### config.mk
export PLATFORM = sky130hd
export DESIGN_NAME = imh_ram
export DESIGN_NICKNAME = d
export VERILOG_FILES = /design/src/sv/imh_ram.sv
export SDC_FILE = /design/constraint.sdc
export NUM_CORES = 1
export LEC_CHECK = 0
export ABC_CLOCK_PERIOD_IN_PS = 2400
export BUFFER_PORTS_ARGS = -buffer_cell sky130_fd_sc_hd__buf_2
export CAP_MARGIN = 30
export CORE_UTILIZATION = 60
export DETAILED_ROUTE_END_ITERATION = 12
export GPL_ROUTABILITY_DRIVEN = 1
export PLACE_DENSITY = 0.77
export SYNTH_ARGS = -nofsm -noshare
export SYNTH_HDL_FRONTEND = slang
export SYNTH_SLANG_ARGS = --single-unit
### constraint.sdc
create_clock -name clk -period 2.4 [get_ports clk]
set_clock_uncertainty 0.15 [all_clocks]
set_input_delay 0.48 -clock clk [delete_from_list [all_inputs] [get_ports clk]]
set_output_delay 0.48 -clock clk [all_outputs]
set_load 0.01 [all_outputs]
### src/sv/imh_ram.sv
// generic synchronous ram, one write and one registered read port
// no dependencies

module imh_ram #(
    parameter int WIDTH = 8,
    parameter int DEPTH = 16
) (
    input  logic                     clk,
    input  logic                     we,
    input  logic [$clog2(DEPTH)-1:0] waddr,
    input  logic [WIDTH-1:0]         wdata,
    input  logic [$clog2(DEPTH)-1:0] raddr,
    output logic [WIDTH-1:0]         rdata
);

    logic [WIDTH-1:0] mem [DEPTH];

    // write and registered read
    always_ff @(posedge clk)
    begin
        if (we)
            mem[waddr] <= wdata;
        rdata <= mem[raddr];
    end

endmodule

==> metrics.yaml <==
placed_design:
  finalWeightedCongestion: 0.860
  io_buffers: 25
  dpl.cell_count: 370
  dp.final_hpwl_um: 6100
routing:
  ant_nets: 0
  drc: 0
  via_per_inst: 6.40
  wl_per_cell_um: 25.7
  vias: 2572
  drtIter0Drc: 254
  firstDrtPassIters: 4
  wl_um: 10300
setup_path:
  critPathCaptureType: "primary output"
  crit_type: "reg -> out"
  crit_fanout: 1
  critical_path.startpoint_type: "flop"
  path_cells: "buf_2"
  slowest_stage: "dfxtp_1"
  path_delay_family: "flip-flops"
  r2r_slack_ns: 0.85
  critPathRequiredTime_ns: 1.77
  max_stage_delay_ns: 0.34
  arrival_ns: 0.99
  worst-path-buf-inv: 1
sta:
  hold_slack_ns: 0.198
  post-route-min-period_ns: 1.62
  finalMaxSlewViolations: 0
  grt_setup_unrepaired: "no"
  hold_viol: 0
  max_slew_margin_pct: 55.0
  finalCritPeriodShare_pct: 67.3
  tightest_slew_ns: 0.672
  fmax_mhz: 619
  setup_tns_ns: 0
  setup_viol: 0
layout:
  area_delta_synth_final_pct: 18.4
  fin_nets: 302
  layout_commonest_cell: "edfxtp_1"
  diodes: 0
  seq_area_um2: 4000
  fillCellCount: 458
  finalNonFillerCells: 402
  most-common-layout-cells: "edfxtp_1 (128), buf_2 (25), buf_4 (20)"
  multiInputGateArea_um2: 1060
  drive_gt1_share_pct: 32.0
cts:
  clockBufferDepth: 2
  cts.sinks: 136
  clkTransAtPathRegs_ns: 0.06
  cts_made_buffers: 17
  cts_hold_buf: 0
  cts_tree: "yes"
  cts-root-buf: "clkbuf_8"
  htree_num_levels: 4
  ctsResizeCount: 0
  clk_latency_ns: 0.52
  cts_setup_buffers: 0
yosys:
  syn-num-nets: 247
  netlist_top_cells_area: "edfxtp_1 (75%), mux4_2 (7.9%), mux4_1 (7.1%), dfxtp_1 (3.1%), a22oi_1 (2.3%)"
  ys_warn_count: 0
  synth_cells: 229
  syn_area_um2: 5150
  synth_top_area_share_pct: 74.7
  synth.distinct_cells: 19
  yosys.area.top_type: "edfxtp_1"
  ys_seq_area_share_pct: 77.8
  ys_ff_latch: 136
  avgSynthCellArea_um2: 22.5
pwr:
  vdd_drop_max_uv: 453
  p_leak_uw: 0.00210
  p_per_area_nw_per_um2: 914
  total_power_uw: 5570
grt:
  grt_antenna_before_repair: 0
  groute.usage.overall_pct: 26.2
  grt_pass1_vias: 2742
  grt.overflow.total: 0
  grt_pass1_wl_um: 15700
  grt_max_degree: 33
floorplan:
  die-area_um2: 8950
  die_height_um: 94.6
  core_area_um2: 8260
  initial_core_util_pct: 62.3
  die_w_um: 94.6
  rows: 33
  ios: 26
hold_path:
  min_path_type: "in -> reg"
status:
  run_status: "complete, no violations"
flow_run:
  drv_cap: 0
-- sequential cells by signal, summed over array words and instances (netlist names) --
name / cells
rdata: 8
mem: 128
-- cells by family (layout without fill, tap and decap cells) --
logic type | Yosys count | count (layout) | synth area share [%]
AOI/OAI and AO/OA | 16 | 16 | 2.33
buffers and inverters | 10 | 78 | 1.68
DFF | 136 | 136 | 77.8
muxes | 32 | 32 | 15.0
and+or+nand+nor | 35 | 35 | 3.18
-- power by group --
group / total [µW] / switching (µW) / internal [µW]
Sequential: 2670 / 16.1 / 2660
Clock: 2650 / 944 / 1700
Combinational: 252 / 146 / 106
Total: 5570 / 1110 / 4470
-- path summary, 6_finish.rpt --
kind                                            end  depth (start not counted)                  from
worst min-delay path            mem[0][4]$_DFFE_PP_                          1              wdata[4]
worst max-delay path                       rdata[3]                          1      rdata[3]$_DFF_P_
worst min register to register     rdata[0]$_DFF_P_                          3  mem[15][0]$_DFFE_PP_
worst max register to register     rdata[1]$_DFF_P_                          3   mem[1][1]$_DFFE_PP_
-- cell usage after synthesis (all sizes together) --
cell           number
or3b                1
a22oi              16
nand3               1
mux4               32
and2b               1
edfxtp            128
clkdlybuf4s25       3
nor2               13
and2                1
nand3b              2
nand2               9
nand2b              2
nor3                4
buf                 7
nor2b               1
dfxtp               8
-- stage by stage --
stage | setup WS, ns | area (µm²) | utilization (%)
2_1_floorplan | 0.277 | 5150 | -
3_3_place_gp | 0.321 | 5490 | 66.5
3_5_place_dp | 0.300 | 5490 | 66.5
4_1_cts | 0.752 | 6100 | 73.8
5_1_grt | 0.716 | 6100 | 73.8
6_report | 0.784 | 6100 | 73.8
-- per-layer routing --
metal | global-route usage [%] | routed length (µm) | vias to the layer above
met5 | 0 | 0 | -
met3 | 8.21 | 747 | 24
li1 | - | - | 1083
met1 | 34.2 | 4200 | 1331
met2 | 40.0 | 5090 | 134
met4 | 13.4 | 297 | 0
-- final cells by class --
cell class	instances	share of cell area (%)
repair buffers	46	4.84
flip-flops and latches	136	65.7
well taps	105	2.15
clock inverters	13	2.91
multi-input cells	83	17.3
clock buffers	19	7.08
No activity file was read; power rests on OpenSTA's default activity.
